File: config.mk
export PLATFORM = sky130hd
export DESIGN_NAME = maap_blend
export DESIGN_NICKNAME = d
export VERILOG_FILES = /design/src/hdl/maap_pkg.sv /design/src/hdl/maap_blend.sv
export SDC_FILE = /design/constraint.sdc
export NUM_CORES = 2
export LEC_CHECK = 0
export BUFFER_PORTS_ARGS = -buffer_cell sky130_fd_sc_hd__buf_2
export CAP_MARGIN = 20
export CORE_AREA = 2 2 281 283
export DETAILED_ROUTE_END_ITERATION = 10
export DIE_AREA = 0 0 283 285
export GPL_TIMING_DRIVEN = 0
export PLACE_DENSITY = 0.58
export SKIP_CTS_REPAIR_TIMING = 1
export SLEW_MARGIN = 10
export SYNTH_ARGS = -nofsm -noshare
export SYNTH_HDL_FRONTEND = slang
export SYNTH_SLANG_ARGS = --single-unit
File: constraint.sdc
create_clock -name i_clk -period 27.4 [get_ports i_clk]
set_clock_uncertainty 0.05 [all_clocks]
set_input_delay 4.11 -clock i_clk [delete_from_list [all_inputs] [get_ports i_clk]]
set_output_delay 4.11 -clock i_clk [all_outputs]
set_load 0.1 [all_outputs]
File: src/hdl/maap_pkg.sv
// Shared types and constants of the motion-aware alpha pixel kernel.
// Used by every module of the block; depends on nothing else.
package maap_pkg;

    // Quotient bits produced by the pipelined dividers (one per stage).
    localparam int QBITS = 21;

    // Datapath widths.
    localparam int SQ_W   = 31;             // one square of a signed 16-bit value
    localparam int MAG_W  = 32;             // sum of two squares
    localparam int DEN_W  = 33;             // sum of two magnitudes
    localparam int RR_W   = MAG_W + 16;     // ratio dividend, magnitude times 2^16
    localparam int DSH_W  = DEN_W + QBITS - 1;
    localparam int MDIV_W = 16;
    localparam int MSH_W  = MDIV_W + QBITS - 1;
    localparam int PROD_W = 16 + QBITS;     // weight times motion term
    localparam int ACC_W  = PROD_W + 2;

    // Region codes.
    localparam logic [1:0] REGION_BG      = 2'd0;
    localparam logic [1:0] REGION_UNKNOWN = 2'd1;
    localparam logic [1:0] REGION_FG      = 2'd2;

    // Configuration register indexes.
    localparam logic [1:0] CFG_SRC_WEIGHT = 2'd0;
    localparam logic [1:0] CFG_TGT_WEIGHT = 2'd1;
    localparam logic [1:0] CFG_MOTION_DIV = 2'd2;

    // Fixed-point constants.
    localparam logic [16:0]      ONE_Q16  = 17'd65536;
    localparam logic [16:0]      HALF_Q16 = 17'd32768;
    localparam logic [QBITS-1:0] D_SAT    = QBITS'(1048576);
    localparam logic [ACC_W-1:0] ONE_Q24  = ACC_W'(16777216);

    // One input pixel as it arrives.
    typedef struct packed {
        logic               outer_mask;
        logic               inner_mask;
        logic signed [15:0] src_grad_x;
        logic signed [15:0] src_grad_y;
        logic signed [15:0] tgt_grad_x;
        logic signed [15:0] tgt_grad_y;
        logic        [16:0] src_conf;
        logic signed [15:0] src_flow_x;
        logic signed [15:0] src_flow_y;
        logic        [16:0] tgt_conf;
        logic signed [15:0] tgt_flow_x;
        logic signed [15:0] tgt_flow_y;
    } t_pix;

    // After the squaring stage.
    typedef struct packed {
        logic [1:0]      region;
        logic [SQ_W-1:0] sq_sgx;
        logic [SQ_W-1:0] sq_sgy;
        logic [SQ_W-1:0] sq_tgx;
        logic [SQ_W-1:0] sq_tgy;
        logic [SQ_W-1:0] sq_sfx;
        logic [SQ_W-1:0] sq_sfy;
        logic [SQ_W-1:0] sq_tfx;
        logic [SQ_W-1:0] sq_tfy;
        logic [16:0]     src_conf;
        logic [16:0]     tgt_conf;
    } t_sq;

    // After the magnitude sums.
    typedef struct packed {
        logic [1:0]       region;
        logic [MAG_W-1:0] gs;
        logic [DEN_W-1:0] den;
        logic [MAG_W-1:0] src_mag;
        logic [MAG_W-1:0] tgt_mag;
        logic             src_hi;
        logic             tgt_hi;
        logic [16:0]      src_low;
        logic [16:0]      tgt_low;
    } t_mag;

    // State of the three restoring dividers, one quotient bit per stage.
    typedef struct packed {
        logic [1:0]       region;
        logic             den_zero;
        logic [DSH_W-1:0] den_sh;
        logic [RR_W-1:0]  rat_rem;
        logic [QBITS-1:0] rat_q;
        logic [MSH_W-1:0] mdiv_sh;
        logic             src_hi;
        logic             src_sat;
        logic [16:0]      src_low;
        logic [MAG_W-1:0] src_rem;
        logic [QBITS-1:0] src_q;
        logic             tgt_hi;
        logic             tgt_sat;
        logic [16:0]      tgt_low;
        logic [MAG_W-1:0] tgt_rem;
        logic [QBITS-1:0] tgt_q;
    } t_div;

    // Weighted motion terms and the gradient ratio.
    typedef struct packed {
        logic [1:0]        region;
        logic [16:0]       ratio;
        logic [PROD_W-1:0] src_prod;
        logic [PROD_W-1:0] tgt_prod;
    } t_prod;

endpackage

File: src/hdl/maap_blend.sv
// Back end of the kernel: weighting of the motion terms, sum, clamp and region override.
// Depends on maap_pkg.
module maap_blend (
    input  logic           i_clk,
    input  logic           i_rst_n,
    input  logic           i_valid,
    output logic           o_ready,
    input  maap_pkg::t_div i_div,
    input  logic [15:0]    i_src_weight,
    input  logic [15:0]    i_tgt_weight,
    output logic           o_valid,
    input  logic           i_ready,
    output logic [16:0]    o_alpha,
    output logic [1:0]     o_region
);
    import maap_pkg::*;

    logic        r_v1, r_v2;
    logic        w_adv1, w_adv2;
    t_prod       r_prod, n_prod;
    logic [16:0] r_alpha, n_alpha;
    logic [1:0]  r_region;

    // Motion term: clamped flow quotient when confident, else one minus confidence.
    function automatic logic [QBITS-1:0] motion(input logic hi, input logic sat,
                                                input logic [QBITS-1:0] q,
                                                input logic [16:0] low);
        logic [QBITS-1:0] d;
        if (!hi) begin
            d = QBITS'(low);
        end else if (sat || q > D_SAT) begin
            d = D_SAT;
        end else begin
            d = q;
        end
        return d;
    endfunction

    assign w_adv2   = !r_v2 || i_ready;
    assign w_adv1   = !r_v1 || w_adv2;
    assign o_ready  = w_adv1;
    assign o_valid  = r_v2;
    assign o_alpha  = r_alpha;
    assign o_region = r_region;

    // Stage 1: ratio select and the two weight products.
    always_comb begin
        logic [QBITS-1:0] ds, dt;
        ds              = motion(i_div.src_hi, i_div.src_sat, i_div.src_q, i_div.src_low);
        dt              = motion(i_div.tgt_hi, i_div.tgt_sat, i_div.tgt_q, i_div.tgt_low);
        n_prod.region   = i_div.region;
        n_prod.ratio    = i_div.den_zero ? 17'd0 : i_div.rat_q[16:0];
        n_prod.src_prod = PROD_W'(i_src_weight) * PROD_W'(ds);
        n_prod.tgt_prod = PROD_W'(i_tgt_weight) * PROD_W'(dt);
    end

    // Stage 2: signed sum in Q.24, clamp to [0, 1], trimap override.
    always_comb begin
        logic signed [ACC_W-1:0] acc;
        logic        [ACC_W-1:0] clamped;
        acc = $signed(ACC_W'({r_prod.ratio, 8'd0}))
            + $signed(ACC_W'(r_prod.src_prod))
            - $signed(ACC_W'(r_prod.tgt_prod));
        if (acc < 0) begin
            clamped = '0;
        end else if (acc > $signed(ONE_Q24)) begin
            clamped = ONE_Q24;
        end else begin
            clamped = acc;
        end
        case (r_prod.region)
            REGION_BG:      n_alpha = 17'd0;
            REGION_UNKNOWN: n_alpha = clamped[24:8];
            default:        n_alpha = ONE_Q16;
        endcase
    end

    always_ff @(posedge i_clk) begin
        if (!i_rst_n) begin
            r_v1 <= 1'b0;
            r_v2 <= 1'b0;
        end else begin
            if (w_adv1) r_v1 <= i_valid;
            if (w_adv2) r_v2 <= r_v1;
        end
    end

    always_ff @(posedge i_clk) begin
        if (w_adv1) r_prod <= n_prod;
        if (w_adv2) begin
            r_alpha  <= n_alpha;
            r_region <= r_prod.region;
        end
    end

endmodule
# Word level (Yosys, flattened, before mapping)

Cells that the tools add are included.

Add/sub/neg operators: 2
Multipliers: 2
Muxes and demuxes: 7
Equal/unequal tests: 1
Reductions and logical operators: 7
$lt $le $gt $ge: 4

Operators with widths:

| cell                                                                              | count |
|---|---|
| 21-bit 2-to-1 mux                                                                 | 4 |
| 16-bit by 21-bit multiplier with 37-bit output                                    | 2 |
| 25-bit 2-to-1 mux                                                                 | 2 |
| 21-bit greater-than comparator, second input constant                             | 2 |
| 39-bit by 26-bit greater-than comparator with 1-bit output, second input constant | 1 |
| 39-bit by 1-bit < comparator with 1-bit output, second input constant             | 1 |
| 38-bit by 37-bit subtractor with 39-bit output                                    | 1 |
| 25-bit by 37-bit adder with 38-bit output                                         | 1 |
| 17-bit case mux with 2 select lines                                               | 1 |
| 1-bit logical OR                                                                  | 4 |
| 2-bit by 1-bit equality test with 1-bit output, second input constant             | 1 |
| 1-bit zero test                                                                   | 2 |
| 2-bit zero test                                                                   | 1 |

Logic and storage cells: 31
Register bits: 114

# Depth between registers and ports, before layout

Word-level depth: 6
Mapped depth: 33

# Worst setup path after synthesis

Ideal clock, no wire load.

Path type: in2reg
Start: input i_div[16] (netlist bit)
End: register r_prod[27] (netlist bit) (data pin)
Stages: 31
Path buffers: 3
Data required time: 27.091 ns
Arrival: 11.433 ns
Path slack: 15.658 ns
Setup time: 0.259 ns
Cell sequence: or4_1 > nor4_1 > o21a_1 > clkbuf_1 > clkbuf_1 > nand2_1 > o21ai_0 > clkbuf_1 > nand2_1 > fa_1 > inv_1 > fa_1 > inv_1 > fa_1 > inv_1 > fa_1 > fa_1 > inv_1 > fa_1 > inv_1 > ha_1 > a21o_1 > a21oi_1 > o21ai_0 > a2111oi_0 > o21a_1 > nor2_1 > a21o_1 > a311o_1 > a21oi_1 > xnor2_1

RTL lines:

| item                 | line             | source |
|---|---|---|
| from (decl)          | maap_blend.sv:8  | `input maap_pkg::t_div i_div,` |
| to (signal assigned) | maap_blend.sv:89 | `if (w_adv1) r_prod <= n_prod;` |
| to (decl)            | maap_blend.sv:20 | `t_prod r_prod, n_prod;` |

==> summary.md <==
| Metric | Value |
|---|---|
| DRT Wirelength | between 70,000 and 80,000 um |
| Via-to-Cell Ratio | 4.962 |
| Pwr/cell area | between 100 and 150 nW/um^2 |
| Area grow syn2layout | 9.556% |
| Highest-count cells in the layout ignoring fill and taps | inv_1 (772), fa_1 (547), nand2_1 (459) |
| Worst Path Arrival | ~13,000 ps |
| Core area | between 70,000 and 80,000 um^2 |
| Row cnt | 103 |
| Initial antenna violation count | 5 |
| Post-Syn Nets | ~4,400 |
| Post-synth ARST share | 0% |
| Nets@finish | 4,622 |
| Synth unique cells | 80 |
| Share of cells above drive strength 1 | just under 7% |
| Fmax | just under 80 MHz |
| Global-route wire length before repair | 125,800 um |
| Worst ir drop on vdd | just over 0.0001 V |
| Port bufs | approximately 160 |
| Worst Setup Start Kind | primary input |
| Remaining routing DRC violations | 0 |
| DPL Wire Length | between 60,000 and 70,000 um |
| Delay-heaviest family, CP | adder cells |
| Synthesized area per cell | approximately 9 um^2 |
| Initial drt markers | 1,317 |
| Post-synth top area share | a little under two fifths |
| RSZ-0062 raised after global routing | false |
| Synth Flop Type | edfxtp_1 |
| Fin crit share | approximately 47% |
| EDFF count, synth | 112 |
| WL/cell | about 17 um |
| Seq cells post-synth | about 110 |
| Via count | around 22,000 |
| Final Hold Vio Count | 0 |
| Max H-tree Level | 4 |
| Synth top area cells | fa_1 (37%), ha_1 (12%), edfxtp_1 (12%), inv_1 (9.9%), nand2_1 (5.9%) |
| CP max stage cell | clkbuf_1 |
| TritonCTS Sinks | ~110 |
| GP Congestion | a little over 0.9 |
| Tot GR Track Use | between 10% and 20% |
| Worst setup EP type | flop |
| Critical Setup Path Class | in -> reg |
| Commonest non-fill, non-tap cell in the layout | inv_1 |
| Max Slew Vio Count | 0 |
| Synthesized area | between 20,000 and 30,000 um^2 |
| Placed cells | around 4,500 |
| Crit path buffers/inverters | 10 |
| Pleak | 16.12 nW |
| CP Max Fanout | 10 |
| Yosys warns | 0 |
| Worst-Skew Late Latency | between 400 and 500 ps |
| Die Ht | 285 um |
| Vias in the first global route | approximately 23,000 |
| DIE AREA | between 80,000 and 90,000 um^2 |
| Setup violators final | 0 |
| Critical Path Most Common Cell | fa_1 |
| Deepest clock path buffer count | 2 |
| Root buffer cell | clkbuf_16 |
| Status | complete, no violations |
| Post-synthesis sequential area ratio | a little under an eighth |
| Finished Layout Cells | about 4,500 |
| Pre-Repair DR Iteration Count | 5 |
| Final worst path period need | 13,010 ps |
| Gate Count Post-Synth | 3,274 |
| Hold WC Path Type | reg -> reg |
| Crit-path max cell delay | around 560 ps |
| Crit path required time | approximately 28,000 ps |
| Largest net degree at the start of global routing | 63 |
| Sum of negative setup slack | 0 ps |
| Clock-pin transition on the worst setup and hold timing paths | about 60 ps |
| Post-route ant nets | 0 |
| Slew Limit Headroom | 23.70% |
| Area leader, netlist | fa_1 |
| TritonCTS Buffers | 17 |
| MaxCap Viol Count | 0 |
| GR Overflow Total | 0 |
| Ports | 362 |
| CTS tree | done |
| Slew @ Worst Pin | about 1100 ps |
| Die Span X | 283 um |
| Initial core utilization | between 30 and 40% |
-- report_power, final --
part / switching [mW] / total [mW] / internal, mW
sequential: 0.0214 / 0.360 / 0.339
combinational: 1.70 / 2.86 / 1.16
clock: 0.0839 / 0.228 / 0.144
-- area by class of cell --
cell class                      instances  area [um^2]
Sequential cell                       114         3403
Inverter                              772         2898
Multi-Input combinational cell       2255        22420
Buffer                                133        515.5
Clock inverter                         14        178.9
Antenna cell                            1        2.502
Clock buffer                           18        429.2
Timing Repair Buffer                  167        860.8
Fill cell                            7949        45950
Tap cell                             1050         1314
-- metal layers --
metal / vias to the layer above / routed length (um) / GRT usage (%)
met5: - / 46 / 0
met4: 8 / 1672 / 4.641
met3: 109 / 4865 / 3.592
met2: 594 / 35930 / 32.18
met1: 11363 / 34690 / 27.72
li1: 10376 / - / -
-- logic make-up after synthesis --
logic type | count (synthesis) | share of synthesized area, %
muxes | 6 | 0.2098
AOI/OAI and AO/OA | 356 | 7.856
xor gates and xnor gates | 87 | 2.607
buffers and inverters | 905 | 11.68
DFF | 114 | 11.64
adders and majority gates | 821 | 49.20
and+or+nand+nor | 985 | 16.80
-- flip-flops by register name, summed over array words and instances, names as in the netlist --
signal and count:
o_alpha 17, r_prod 93, o_region 2, r_v1 1
o_valid 1
-- worst paths after layout --
kind                                           start                     to  slack (ps)  cells after the start
worst min register to register  r_prod[92]$_DFFE_PP_  o_region[1]$_DFFE_PP_         410                      0
worst max register to register   r_prod[1]$_DFFE_PP_   o_alpha[6]$_DFFE_PP_       22570                     14
worst max-delay path                       i_div[16]   r_prod[35]$_DFFE_PP_       14390                     32
worst min-delay path            r_prod[92]$_DFFE_PP_  o_region[1]$_DFFE_PP_         410                      0
-- Yosys cell counts, drive strengths merged, types with 3 or more instances --
cell type / instances
nand3: 19
nor2b: 53
and2: 259
o31a: 3
xor2: 27
nor2: 66
a21boi: 3
a41oi: 4
nor3b: 4
a211o: 7
fa: 547
nor4: 12
a21oi: 106
o21bai: 14
o21a: 18
o21ai: 93
nor3: 34
o2111ai: 4
or2: 3
or3: 5
ha: 274
a21o: 38
and3: 28
edfxtp: 112
o311ai: 4
a31oi: 10
mux2i: 5
nand2b: 16
buf: 6
a211oi: 14
nand4: 12
or4: 3
a2111oi: 3
clkbuf: 127
nand2: 461
a31o: 3
nor4b: 4
o211ai: 12
o31ai: 3
inv: 772
xnor2: 60
-- per-stage QoR --
| step | utilization (%) | power (mW) | setup WS, ps | hold WS [ps] | instance area (um^2) |
|---|---|---|---|---|---|
| floorplan | - | 2.572 | 15660 | 369.5 | 29230 |
| global route | 41.07 | 3.869 | 13660 | 422.3 | 32020 |
| global placement | 40.16 | 3.191 | 14060 | 390.3 | 31320 |
| finish | 41.07 | 3.447 | 14390 | 405.4 | 32020 |
| CTS | 41.03 | 3.457 | 14410 | 411.8 | 31990 |
| detailed placement | 40.25 | 3.210 | 13990 | 400.8 | 31380 |
No activity file was read; power rests on OpenSTA's default activity.
