### src/hdl/maap_pkg.sv
// Shared types and constants of the motion-aware alpha pixel kernel.
// Used by every module of the block; depends on nothing else.
package maap_pkg;

    // Quotient bits produced by the pipelined dividers (one per stage).
    localparam int QBITS = 21;

    // Datapath widths.
    localparam int SQ_W   = 31;             // one square of a signed 16-bit value
    localparam int MAG_W  = 32;             // sum of two squares
    localparam int DEN_W  = 33;             // sum of two magnitudes
    localparam int RR_W   = MAG_W + 16;     // ratio dividend, magnitude times 2^16
    localparam int DSH_W  = DEN_W + QBITS - 1;
    localparam int MDIV_W = 16;
    localparam int MSH_W  = MDIV_W + QBITS - 1;
    localparam int PROD_W = 16 + QBITS;     // weight times motion term
    localparam int ACC_W  = PROD_W + 2;

    // Region codes.
    localparam logic [1:0] REGION_BG      = 2'd0;
    localparam logic [1:0] REGION_UNKNOWN = 2'd1;
    localparam logic [1:0] REGION_FG      = 2'd2;

    // Configuration register indexes.
    localparam logic [1:0] CFG_SRC_WEIGHT = 2'd0;
    localparam logic [1:0] CFG_TGT_WEIGHT = 2'd1;
    localparam logic [1:0] CFG_MOTION_DIV = 2'd2;

    // Fixed-point constants.
    localparam logic [16:0]      ONE_Q16  = 17'd65536;
    localparam logic [16:0]      HALF_Q16 = 17'd32768;
    localparam logic [QBITS-1:0] D_SAT    = QBITS'(1048576);
    localparam logic [ACC_W-1:0] ONE_Q24  = ACC_W'(16777216);

    // One input pixel as it arrives.
    typedef struct packed {
        logic               outer_mask;
        logic               inner_mask;
        logic signed [15:0] src_grad_x;
        logic signed [15:0] src_grad_y;
        logic signed [15:0] tgt_grad_x;
        logic signed [15:0] tgt_grad_y;
        logic        [16:0] src_conf;
        logic signed [15:0] src_flow_x;
        logic signed [15:0] src_flow_y;
        logic        [16:0] tgt_conf;
        logic signed [15:0] tgt_flow_x;
        logic signed [15:0] tgt_flow_y;
    } t_pix;

    // After the squaring stage.
    typedef struct packed {
        logic [1:0]      region;
        logic [SQ_W-1:0] sq_sgx;
        logic [SQ_W-1:0] sq_sgy;
        logic [SQ_W-1:0] sq_tgx;
        logic [SQ_W-1:0] sq_tgy;
        logic [SQ_W-1:0] sq_sfx;
        logic [SQ_W-1:0] sq_sfy;
        logic [SQ_W-1:0] sq_tfx;
        logic [SQ_W-1:0] sq_tfy;
        logic [16:0]     src_conf;
        logic [16:0]     tgt_conf;
    } t_sq;

    // After the magnitude sums.
    typedef struct packed {
        logic [1:0]       region;
        logic [MAG_W-1:0] gs;
        logic [DEN_W-1:0] den;
        logic [MAG_W-1:0] src_mag;
        logic [MAG_W-1:0] tgt_mag;
        logic             src_hi;
        logic             tgt_hi;
        logic [16:0]      src_low;
        logic [16:0]      tgt_low;
    } t_mag;

    // State of the three restoring dividers, one quotient bit per stage.
    typedef struct packed {
        logic [1:0]       region;
        logic             den_zero;
        logic [DSH_W-1:0] den_sh;
        logic [RR_W-1:0]  rat_rem;
        logic [QBITS-1:0] rat_q;
        logic [MSH_W-1:0] mdiv_sh;
        logic             src_hi;
        logic             src_sat;
        logic [16:0]      src_low;
        logic [MAG_W-1:0] src_rem;
        logic [QBITS-1:0] src_q;
        logic             tgt_hi;
        logic             tgt_sat;
        logic [16:0]      tgt_low;
        logic [MAG_W-1:0] tgt_rem;
        logic [QBITS-1:0] tgt_q;
    } t_div;

    // Weighted motion terms and the gradient ratio.
    typedef struct packed {
        logic [1:0]        region;
        logic [16:0]       ratio;
        logic [PROD_W-1:0] src_prod;
        logic [PROD_W-1:0] tgt_prod;
    } t_prod;

endpackage

### src/hdl/maap_div_step.sv
// One restoring division step for the gradient ratio and both motion terms.
// Depends on maap_pkg.
module maap_div_step (
    input  logic           i_clk,
    input  logic           i_rst_n,
    input  logic           i_valid,
    output logic           o_ready,
    input  maap_pkg::t_div i_div,
    output logic           o_valid,
    input  logic           i_ready,
    output maap_pkg::t_div o_div
);
    import maap_pkg::*;

    logic r_v;
    logic w_adv;
    t_div r_div, n_div;

    assign w_adv   = !r_v || i_ready;
    assign o_ready = w_adv;
    assign o_valid = r_v;
    assign o_div   = r_div;

    // Subtract the shifted divisor where it fits and shift in a quotient bit.
    always_comb begin
        logic ge_r, ge_s, ge_t;
        n_div = i_div;
        ge_r  = DSH_W'(i_div.rat_rem) >= i_div.den_sh;
        ge_s  = MSH_W'(i_div.src_rem) >= i_div.mdiv_sh;
        ge_t  = MSH_W'(i_div.tgt_rem) >= i_div.mdiv_sh;
        if (ge_r) begin
            n_div.rat_rem = i_div.rat_rem - i_div.den_sh[RR_W-1:0];
        end
        if (ge_s) begin
            n_div.src_rem = i_div.src_rem - i_div.mdiv_sh[MAG_W-1:0];
        end
        if (ge_t) begin
            n_div.tgt_rem = i_div.tgt_rem - i_div.mdiv_sh[MAG_W-1:0];
        end
        n_div.rat_q   = {i_div.rat_q[QBITS-2:0], ge_r};
        n_div.src_q   = {i_div.src_q[QBITS-2:0], ge_s};
        n_div.tgt_q   = {i_div.tgt_q[QBITS-2:0], ge_t};
        n_div.den_sh  = i_div.den_sh >> 1;
        n_div.mdiv_sh = i_div.mdiv_sh >> 1;
    end

    always_ff @(posedge i_clk) begin
        if (!i_rst_n) begin
            r_v <= 1'b0;
        end else if (w_adv) begin
            r_v <= i_valid;
        end
    end

    always_ff @(posedge i_clk) begin
        if (w_adv) r_div <= n_div;
    end

endmodule

### config.mk
export PLATFORM = sky130hd
export DESIGN_NAME = maap_div_step
export DESIGN_NICKNAME = d
export VERILOG_FILES = /design/src/hdl/maap_pkg.sv /design/src/hdl/maap_div_step.sv
export SDC_FILE = /design/constraint.sdc
export NUM_CORES = 1
export LEC_CHECK = 0
export BUFFER_PORTS_ARGS = -buffer_cell sky130_fd_sc_hd__buf_2
export CAP_MARGIN = 20
export CORE_AREA = 3 3 240 242
export CTS_CLUSTER_SIZE = 40
export DETAILED_ROUTE_END_ITERATION = 6
export DIE_AREA = 0 0 243 245
export PLACE_DENSITY_LB_ADDON = 0.3
export SLEW_MARGIN = 20
export SYNTH_ARGS = -nofsm -noshare
export SYNTH_HDL_FRONTEND = slang
export SYNTH_SLANG_ARGS = --single-unit
### constraint.sdc
create_clock -name i_clk -period 19 [get_ports i_clk]
set_clock_uncertainty 0.1 [all_clocks]
set_input_delay 3.8 -clock i_clk [delete_from_list [all_inputs] [get_ports i_clk]]
set_output_delay 3.8 -clock i_clk [all_outputs]
set_load 0.01 [all_outputs]
Word level (Yosys, flattened, before mapping). Index checks and enable logic that the tools add are counted.

Memories kept: 0. Bits in writable memories: 0. Word-level logic and storage cells: 28. Register bits: 304. Bits in read-only memories: 0. Input bits: 309. Bits in latches: 0.

Shift operators: 0. Multiply operators: 0. Reductions and logical operators: 2. Equality and inequality tests: 0. Divide/modulo/power cells: 0. Add/sub/neg operators: 3. Multiplexer cells: 3. $lt $le $gt $ge: 3. Bitwise gates (word level): 0.

Operator list (count): $ge A32 B36 Y1 (2); $mux W32 (2); $sub A32 B32 Y32 (2); $ge A48 B53 Y1 (1); $mux W48 (1); $sub A48 B48 Y48 (1); $logic_not A1 Y1 (1); $logic_or A1 B1 Y1 (1).

Depth between registers and ports, before layout. Gate-level depths: netlist (run 1).

Depth after elaboration: 2. Mapped depth: 15. Gate-level depth less buffers: 13.

Worst setup path after synthesis (run 1). No wires, ideal clock.

Kind: input to output. Start: input port i_ready. End: output port o_ready. Arrival: 11124 ps. Stages on the path: 1. Buffers on the path: 0. Data required time: 15100 ps. Setup slack: 3976 ps. Cell sequence: nand2b_1.

Cells in the longest elaborated chain, start to end: 1.

Ends and longest elaborated chain: from (decl) (RTL line maap_div_step.sv:10) `input logic i_ready,`; $logic_or A1 B1 Y1 (RTL line maap_div_step.sv:19) `assign w_adv = !r_v || i_ready;`; to (decl) (RTL line maap_div_step.sv:7) `output logic o_ready,`.

No other way between the ends.

Final worst setup path (run 1). Same ends and word-level chain as after synthesis.

==> results of run 1 <==
layer usage:
metal  vias to the layer above  GRT usage [%]  wire length, um
li1                       6449              -                -
met1                      6305           20.1            21400
met2                       495           31.4            27300
met3                        99           6.17             4880
met4                        12           6.12             1820
met5                         -              0               70
critical path: stages:
cell and delay [ns]:
buf_2 0.10, nand2b_4 0.20, buf_2 0.20
kinds of logic (layout without fill, tap and decap cells):
logic type                 Yosys count  in the layout  synth area share (%)
AOI/OAI and AO/OA                  375            375                  14.4
and+or+nand+nor                    263            263                  7.67
other                                1             12                0.0225
muxes                               78             78                  5.27
adders and majority gates          115            115                  8.79
xor gates and xnor gates           103            103                  5.42
buffers and inverters              153            802                  3.65
DFF                                304            304                  54.8
flip-flops by register name, indices dropped and copies added, names as in the netlist:
name / cells
o_div: 303
o_valid: 1
metrics by stage:
step	util, %	cell area, um2	power [mW]	setup WS, ns
global route	39.5	21800	2.02	10.77
global placement	37.2	20600	1.19	10.76
floorplan	-	16600	1.05	3.98
finish	39.5	21900	1.93	10.79
detailed placement	37.2	20600	1.19	10.77
CTS	39.5	21800	1.96	10.77
power groups by stage:
stage | logic, mW | registers [mW] | clock network, mW
CTS | 0.376 | 0.807 | 0.772
detailed placement | 0.373 | 0.820 | 0
floorplan | 0.197 | 0.856 | 0
global route | 0.412 | 0.811 | 0.797
global placement | 0.371 | 0.820 | 0
finish | 0.373 | 0.806 | 0.748
placed cells by master, fill, tap and decap left out, types with 39 or more instances in the layout:
cell       instances
buf_2            610
edfxtp_1         303
inv_1            117
ha_1             112
a21oi_1          101
a21o_1            84
nand2_1           84
o21ai_0           81
mux2_2            71
xnor2_1           66
nor2_1            55
clkbuf_16         39
how the worst max path moves through the flow:
stage                     endpoint  slack (ns)  cells past startpoint
final                      o_ready       10.79                      3
after global routing       o_ready       10.77                      3
after CTS                  o_ready       10.77                      3
after detailed placement   o_ready       10.77                      3
after global placement     o_ready       10.76                      3
after floorplan            o_ready        3.98                      1
cell type report:
type	count	area share, %
multi-input combinational	936	31.7
sequential	304	41.7
clock inverter	17	1.10
tap	748	4.28
antenna	10	0.114
timing repair buffer	619	14.3
clock buffer	49	4.77
inverter	117	2.01
==> out/qor.yml, run 1 <==
floorplanning:
  ios: 616
  chipWidth_um: 243
  core-area_um2: 55300
  die_y_um: 245
  fp-row-count: 86
  initial_core_util_pct: 30.1
  dieArea_um2: 59500
sta:
  setup_violations: 0
  whs_ns: 0.539
  rsz0062_at_grt: "no"
  hold_viol_final: 0
  setup_tns_ns: 0
  slew_violations: 0
  fin_crit_sh_pct: 43.2
  fmax_mhz: 122
  finalCriticalPeriod_ns: 8.21
  max_slew_margin_pct: 39.5
  tightest_slew_ns: 0.908
yosys:
  synth.area.top_cells: "edfxtp_1 55%, ha_1 8.4%, mux2_2 4.8%, a21o_1 3.8%, xnor2_1 3.5%"
  synthFlopType: "edfxtp_1"
  synth.avg_cell_area_um2: 11.9
  synth_most_common_cell: "edfxtp_1"
  yosys_warnings: 0
  ys_types: 66
  synthArstFlopShare_pct: 0
  seq_area_frac_synth_pct: 54.8
  synth_top_cell_by_area: "edfxtp_1"
  synth_area_um2: 16600
  yosys_register_bits: 304
  synth_edf_count: 303
  synth_top_area_share_pct: 54.7
  syn_inst: 1392
  synthTopCellsByCount: "303 x edfxtp_1, 117 x inv_1, 112 x ha_1"
global_route:
  grt_pass1_wl_um: 81700
  grt-ovfl-total: 0
  grt_max_degree: 66
  grt.total_usage_pct: 17.8
  grt_pass1_vias: 13800
  antenna_found_initial: 20
cts:
  insertion_delay_ns: 0.52
  cts.sinks: 304
  cts_resized: 0
  clk_pin_slew_ns: 0.06
  cts_hold_buf: 0
  cts_buffers: 37
  clockBufferDepth: 3
  cts_tree: "built"
  htreeDepth: 2
  postCtsSetupBuffers: 0
  cts_root_buf: "clkbuf_16"
pwr:
  p_sw_share_pct: 26.5
  switching_power_mw: 0.511
  pwr-share-clk_pct: 38.8
  power_frac_seq_pct: 41.8
  p_int_mw: 1.42
  leakage_nw: 10.1
  combPwrFrac_pct: 19.4
  peakVddDrop_mv: 0.0611
  power_per_cell_area_nw_per_um2: 88.2
critical_path:
  worst_setup_path_start_kind: "input port"
  worstSetupEndpointType: "output port"
  ff2ff_path_depth: 4
  critPathRequiredTime_ns: 15.10
  worstReg2RegStart: "o_valid"
  r2r_end: "o_div[149]"
  crit_type: "in -> out"
  arrival_ns: 4.31
  r2r_setup_slack_ns: 15.84
  cp_max_fo: 5
  setup.worst_path.start: "i_ready"
routing:
  drcViolationCount: 0
  avgViaCountPerCell: 4.77
  avgRoutedWirePerCell_um: 19.8
  num_vias: 13400
  drt-initial-drc-count: 773
  drt_pass1_iterations: 5
  antenna_left: 0
  wirelength_um: 55500
finish:
  fillerInstances: 5481
  drive_gt1_share_pct: 37.1
  multiInputGateArea_um2: 6940
  ff_latch_area_um2: 9120
  layout.cells.non_filler: 2800
  fin_nets: 2439
  syn_to_final_growth_pct: 31.4
min_path:
  hold_end: "o_div[78]"
  hold_start: "o_valid"
  hold_path_class: "reg -> reg"
  worstHoldPathCells: 1
placement:
  dpl.cell_count: 2724
  hpwl_um: 44900
  place_congestion: 0.923
  place.port_buffers: 610
run:
  cap_violations: 0
outcome:
  status: "complete, no violations"
Power figures use the tool's default switching activity.
==> run 2, diff against run 1 <==
--- a/config.mk
+++ b/config.mk
@@ -7,10 +7,10 @@
 export LEC_CHECK = 0
 export BUFFER_PORTS_ARGS = -buffer_cell sky130_fd_sc_hd__buf_2
 export CAP_MARGIN = 20
-export CORE_AREA = 3 3 240 242
+export CORE_AREA = 3 3 241 243
 export CTS_CLUSTER_SIZE = 40
 export DETAILED_ROUTE_END_ITERATION = 6
-export DIE_AREA = 0 0 243 245
+export DIE_AREA = 0 0 244 246
 export PLACE_DENSITY_LB_ADDON = 0.3
 export SLEW_MARGIN = 20
 export SYNTH_ARGS = -nofsm -noshare
==> constraint.sdc (replaced) <==
create_clock -name i_clk -period 7.01 [get_ports i_clk]
set_clock_uncertainty 0.1 [all_clocks]
set_input_delay 1.402 -clock i_clk [delete_from_list [all_inputs] [get_ports i_clk]]
set_output_delay 1.402 -clock i_clk [all_outputs]
set_load 0.01 [all_outputs]
==> run 2 against run 1 <==
Net effect: count of clock-buffer cells in the layout is 5 lower; largest cell class unchanged; critical path depth increased by 9; register-to-register slack got worse by 11 ns; worst setup slack worse by 8.6 ns; worst hold slack better by 0.20 ns; utilization shrank 0.68 points; sequential share of layout area is 0.081 points higher; combinational power grew to 2.7 times the previous value; sequential power increased to 2.7 times the previous value; first-iteration DRC count shrank 2.2%; non-clock buffer count down 2; via count rose by 1.1%.
==> out/qor.yml, run 2 (synthesis gave the netlist of run 1 again) <==
sta:
  whs_ns: 0.737
  max_slew_margin_pct: 26.9
  tightest_slew_ns: 1.10
  setup_tns_ns: 0
  fmax_mhz: 209
  fin_crit_sh_pct: 68.2
  slew_violations: 0
  rsz0062_at_grt: "no"
  hold_viol_final: 0
  finalCriticalPeriod_ns: 4.78
  setup_violations: 0
cts:
  cts_resized: 0
  postCtsSetupBuffers: 0
  clockBufferDepth: 3
  htreeDepth: 2
  cts_root_buf: "clkbuf_16"
  clk_pin_slew_ns: 0.06
  cts_hold_buf: 0
  cts_tree: "built"
  insertion_delay_ns: 0.55
  cts_buffers: 38
  cts.sinks: 304
placement:
  place.port_buffers: 610
  hpwl_um: 46300
  place_congestion: 0.872
min_path:
  hold_path_class: "reg -> reg"
pwr:
  power_per_cell_area_nw_per_um2: 236
  peakVddDrop_mv: 0.189
  leakage_nw: 10.1
critical_path:
  crit_family: "compound AO/OA/AOI/OAI gates"
  path_cells: "buf_2 > inv_1 > ha_1 > nand3_1 > nor2_1 > a211oi_1 > o221ai_2 > o21ai_1 > o21a_1 > o21ai_4 > buf_4 > mux2_2"
  r2r_setup_slack_ns: 4.39
  worstSetupEndpointType: "register"
  crit_type: "in -> reg"
  critPathRequiredTime_ns: 7.21
  cp.buffers_inverters: 3
  crit_path_top_delay_cell: "o21ai_4"
  worst_setup_path_start_kind: "input port"
  arrival_ns: 4.98
  critical-path-max-stage-delay_ns: 0.61
  cp_max_fo: 31
floorplanning:
  fp-row-count: 87
  chipWidth_um: 244
  dieArea_um2: 60000
  ios: 616
  core-area_um2: 56200
  initial_core_util_pct: 29.6
  die_y_um: 246
routing:
  drt_pass1_iterations: 5
  drcViolationCount: 0
  avgRoutedWirePerCell_um: 20.5
  drt-initial-drc-count: 756
  antenna_left: 0
  wirelength_um: 57400
  num_vias: 13500
  avgViaCountPerCell: 4.82
finish:
  final_cell_mix: "610 x buf_2, 303 x edfxtp_1, 117 x inv_1"
  fin_nets: 2438
  drive_gt1_share_pct: 37.2
  final_common_cell: "buf_2"
  syn_to_final_growth_pct: 31.2
  fillerInstances: 5608
  largest_reg_flops: 303
global_route:
  grt-ovfl-total: 0
  antenna_found_initial: 17
  grt_max_degree: 178
  grt_util_met1_pct: 21.1
  grt.busiest_layer: "met2"
  use_met3_pct: 5.95
  grt_pass1_wl_um: 83700
  grt_pass1_vias: 13700
  grt.total_usage_pct: 18.3
  met2_usage_pct: 31.7
run:
  cap_violations: 0
outcome:
  status: "complete, no violations"
-- run 2: cell types whose count changed in the layout (fill, tap and decap cells not counted), moves of 2 or more --
| cell | change |
|---|---|
| buf_4 | -4 |
| bufinv_16 | -4 |
| clkbuf_1 | -3 |
| clkinv_2 | +3 |
| clkinvlp_4 | +3 |
| diode_2 | -3 |
| inv_6 | +3 |
| buf_12 | +2 |
| inv_16 | +2 |
-- run 2: power breakdown --
group	switching (mW)	internal, mW
logic	0.593	0.424
clock network	0.833	1.11
registers	0.0382	2.15
total	1.46	3.69
-- run 2: final timing paths --
path	from	endpoint	depth (start not counted)
setup reg to reg	o_valid	o_div[49]	3
setup / recovery	i_div[266]	o_div[208]	12
hold / removal	o_valid	o_div[259]	1
hold reg to reg	o_valid	o_div[259]	1
-- run 2: per-layer routing --
metal | part of all wire (%) | vias up
met5 | 0.21 | -
met4 | 3.8 | 18
met3 | 8.8 | 111
met2 | 49 | 512
met1 | 38 | 6420
li1 | - | 6450
-- run 2: through the flow --
stage / worst slack (ns) / power, mW / cells / area [um2] / utilization (%)
6_report: 2.23 / 5.15 / 2806 / 21800 / 38.8
5_1_grt: 1.97 / 5.41 / 2802 / 21800 / 38.8
4_1_cts: 2.24 / 5.24 / 2799 / 21800 / 38.8
3_5_place_dp: 1.62 / 3.25 / 2730 / 20600 / 36.6
3_3_place_gp: 1.66 / 3.24 / 2730 / 20600 / 36.6
2_1_floorplan: 0.263 / 2.84 / 1393 / 16600 / -
-- run 2: final cells by class --
type,instances,area (um2),share of cell area [%]
flip-flops and latches,304,9120,41.8
multi-input cells,936,6940,31.8
repair buffers,617,3130,14.3
clock buffers,44,993,4.55
well taps,756,946,4.34
inverters,117,439,2.01
clock inverters,25,236,1.08
diodes,7,17.5,0.0803
==> run 3, diff against run 2 <==
--- a/config.mk
+++ b/config.mk
@@ -7,10 +7,10 @@
 export LEC_CHECK = 0
 export BUFFER_PORTS_ARGS = -buffer_cell sky130_fd_sc_hd__buf_2
 export CAP_MARGIN = 20
-export CORE_AREA = 3 3 241 243
+export CORE_AREA = 3 3 236 238
 export CTS_CLUSTER_SIZE = 40
 export DETAILED_ROUTE_END_ITERATION = 6
-export DIE_AREA = 0 0 244 246
+export DIE_AREA = 0 0 239 241
 export PLACE_DENSITY_LB_ADDON = 0.3
 export SLEW_MARGIN = 20
 export SYNTH_ARGS = -nofsm -noshare
==> constraint.sdc (replaced) <==
create_clock -name i_clk -period 5 [get_ports i_clk]
set_clock_uncertainty 0.1 [all_clocks]
set_input_delay 1 -clock i_clk [delete_from_list [all_inputs] [get_ports i_clk]]
set_output_delay 1 -clock i_clk [all_outputs]
set_load 0.01 [all_outputs]
==> run 3 against run 2 <==
Net effect: worst hold slack worse by 0.22 ns; utilization is 1.6 points higher; critical path depth stayed put; via count fell by 0.24%; sequential share of layout area is 0.11 points higher; global-route usage is 0.27 points higher; die area fell by 4.0%; register-to-register slack worse by 1.3 ns; non-clock buffer count is 5 higher.
==> out/qor.yml, run 3 (synthesis gave the netlist of run 1 again) <==
placement:
  place.port_buffers: 610
  place_congestion: 0.867
  hpwl_um: 45800
  pre_cts_ws_ns: 0.392
floorplanning:
  initial_core_util_pct: 30.9
  ios: 616
  die_y_um: 241
  core-area_um2: 53800
  chipWidth_um: 239
  dieArea_um2: 57600
  fp-row-count: 85
critical_path:
  crit_type: "in -> reg"
  critPathRequiredTime_ns: 5.20
  worstReg2RegStart: "o_valid"
  r2r_end: "o_div[239]"
  worstSetupEndpointType: "register"
  arrival_ns: 4.24
  r2r_setup_slack_ns: 3.11
  crit_path_top_delay_cell: "a311oi_1"
  cp.buffers_inverters: 2
  timing.critical_path.depth: 12
  worst_setup_path_start_kind: "input port"
  cp_max_fo: 5
  path_cells: "buf_2 > inv_1 > ha_1 > and3_1 > a221o_1 > a21oi_2 > o21ai_1 > a311oi_1 > o31ai_1 > a211oi_1 > xnor2_1 > mux2_2"
  ff2ff_path_depth: 2
  critical-path-max-stage-delay_ns: 0.53
  crit_family: "compound AO/OA/AOI/OAI gates"
sta:
  tightest_slew_ns: 0.912
  setup_violations: 0
  fin_crit_sh_pct: 80.7
  max_slew_margin_pct: 39.2
  fmax_mhz: 248
  rsz0062_at_grt: "no"
  hold_viol_final: 0
  slew_violations: 0
  setup_tns_ns: 0
  worst_slack_ns: 0.964
  finalCriticalPeriod_ns: 4.04
cts:
  cts_root_buf: "clkbuf_16"
  insertion_delay_ns: 0.53
  postCtsSetupBuffers: 0
  cts_resized: 0
  cts_buffers: 37
  clockBufferDepth: 3
  cts_tree: "built"
  clk_pin_slew_ns: 0.06
  cts_hold_buf: 0
  htreeDepth: 2
  cts.sinks: 304
finish:
  drive_gt1_share_pct: 37.4
  final_cell_mix: "610 x buf_2, 303 x edfxtp_1, 117 x inv_1"
  final_common_cell: "buf_2"
  fin_nets: 2442
  largest_reg_flops: 303
  ff_latch_area_um2: 9120
  fillerInstances: 5262
  multiInputGateArea_um2: 6940
  syn_to_final_growth_pct: 30.8
global_route:
  grt_max_degree: 110
  antenna_found_initial: 11
  grt_pass1_vias: 13600
  grt_pass1_wl_um: 82000
  grt.total_usage_pct: 18.6
  grt-ovfl-total: 0
routing:
  drcViolationCount: 0
  drt_pass1_iterations: 5
  avgRoutedWirePerCell_um: 20.6
  avgViaCountPerCell: 4.91
  wirelength_um: 56600
  num_vias: 13500
  antenna_left: 0
  drt-initial-drc-count: 669
pwr:
  power_per_cell_area_nw_per_um2: 328
  peakVddDrop_mv: 0.266
  leakage_nw: 10.1
run:
  cap_violations: 0
outcome:
  status: "complete, no violations"
min_path:
  worstHoldPathCells: 1
  hold_start: "i_div[68]"
  hold_end: "o_div[68]"
  hold_path_class: "in -> reg"
run 3: cell count changes in the layout (fill, tap and decap cells not counted), sizes merged:
cell,previous run,this run
clkinv,13,20
buf,617,622
inv,123,119
clkinvlp,4,1
diode,7,4
clkbuf,44,43
run 3: power breakdown:
group | leakage (nW) | switching (mW) | internal, mW
registers | 3.15 | 0.0505 | 3.01
logic | 6.34 | 0.838 | 0.600
clock network | 0.584 | 1.13 | 1.51
run 3: metrics by stage:
stage / cells / util [%] / power (mW) / cell area, um2 / hold slack (ns)
6_report: 2747 / 40.4 / 7.14 / 21800 / 0.516
5_1_grt: 2743 / 40.4 / 7.49 / 21800 / 0.479
4_1_cts: 2743 / 40.4 / 7.25 / 21800 / 0.461
3_5_place_dp: 2675 / 38.2 / 4.56 / 20600 / 0.686
3_3_place_gp: 2675 / 38.2 / 4.54 / 20600 / 0.670
2_1_floorplan: 1393 / - / 3.97 / 16600 / 0.999
run 3: worst max-delay path by stage:
stage,start,to
after floorplan,i_ready,o_ready
after global placement,i_div[252],o_div[248]
after detailed placement,i_div[252],o_div[248]
after CTS,i_div[252],o_div[248]
after global routing,i_div[266],o_div[209]
final,i_div[252],o_div[248]
run 3: metal layers:
layer / up-vias / wire length, um / track usage [%]
li1: 6459 / - / -
met1: 6426 / 22300 / 21.9
met2: 488 / 28000 / 32.9
met3: 96 / 4620 / 5.36
met4: 10 / 1640 / 5.96
met5: - / 69 / 0
run 3: worst register-to-register path: cells and delay by family, from the launching register on:
family	cells	cell delay, ns
flip-flops	1	0.33
AND/OR/NAND/NOR	1	0.26
buffers and inverters	1	0.76
run 3: cell type report:
| cell class | instances | share of cell area (%) |
|---|---|---|
| Sequential cell | 304 | 41.9 |
| Multi-Input combinational cell | 936 | 31.9 |
| Timing Repair Buffer | 622 | 14.7 |
| Clock buffer | 43 | 4.45 |
| Tap cell | 696 | 4.00 |
| Inverter | 117 | 2.02 |
| Clock inverter | 25 | 1.01 |
| Antenna cell | 4 | 0.0460 |
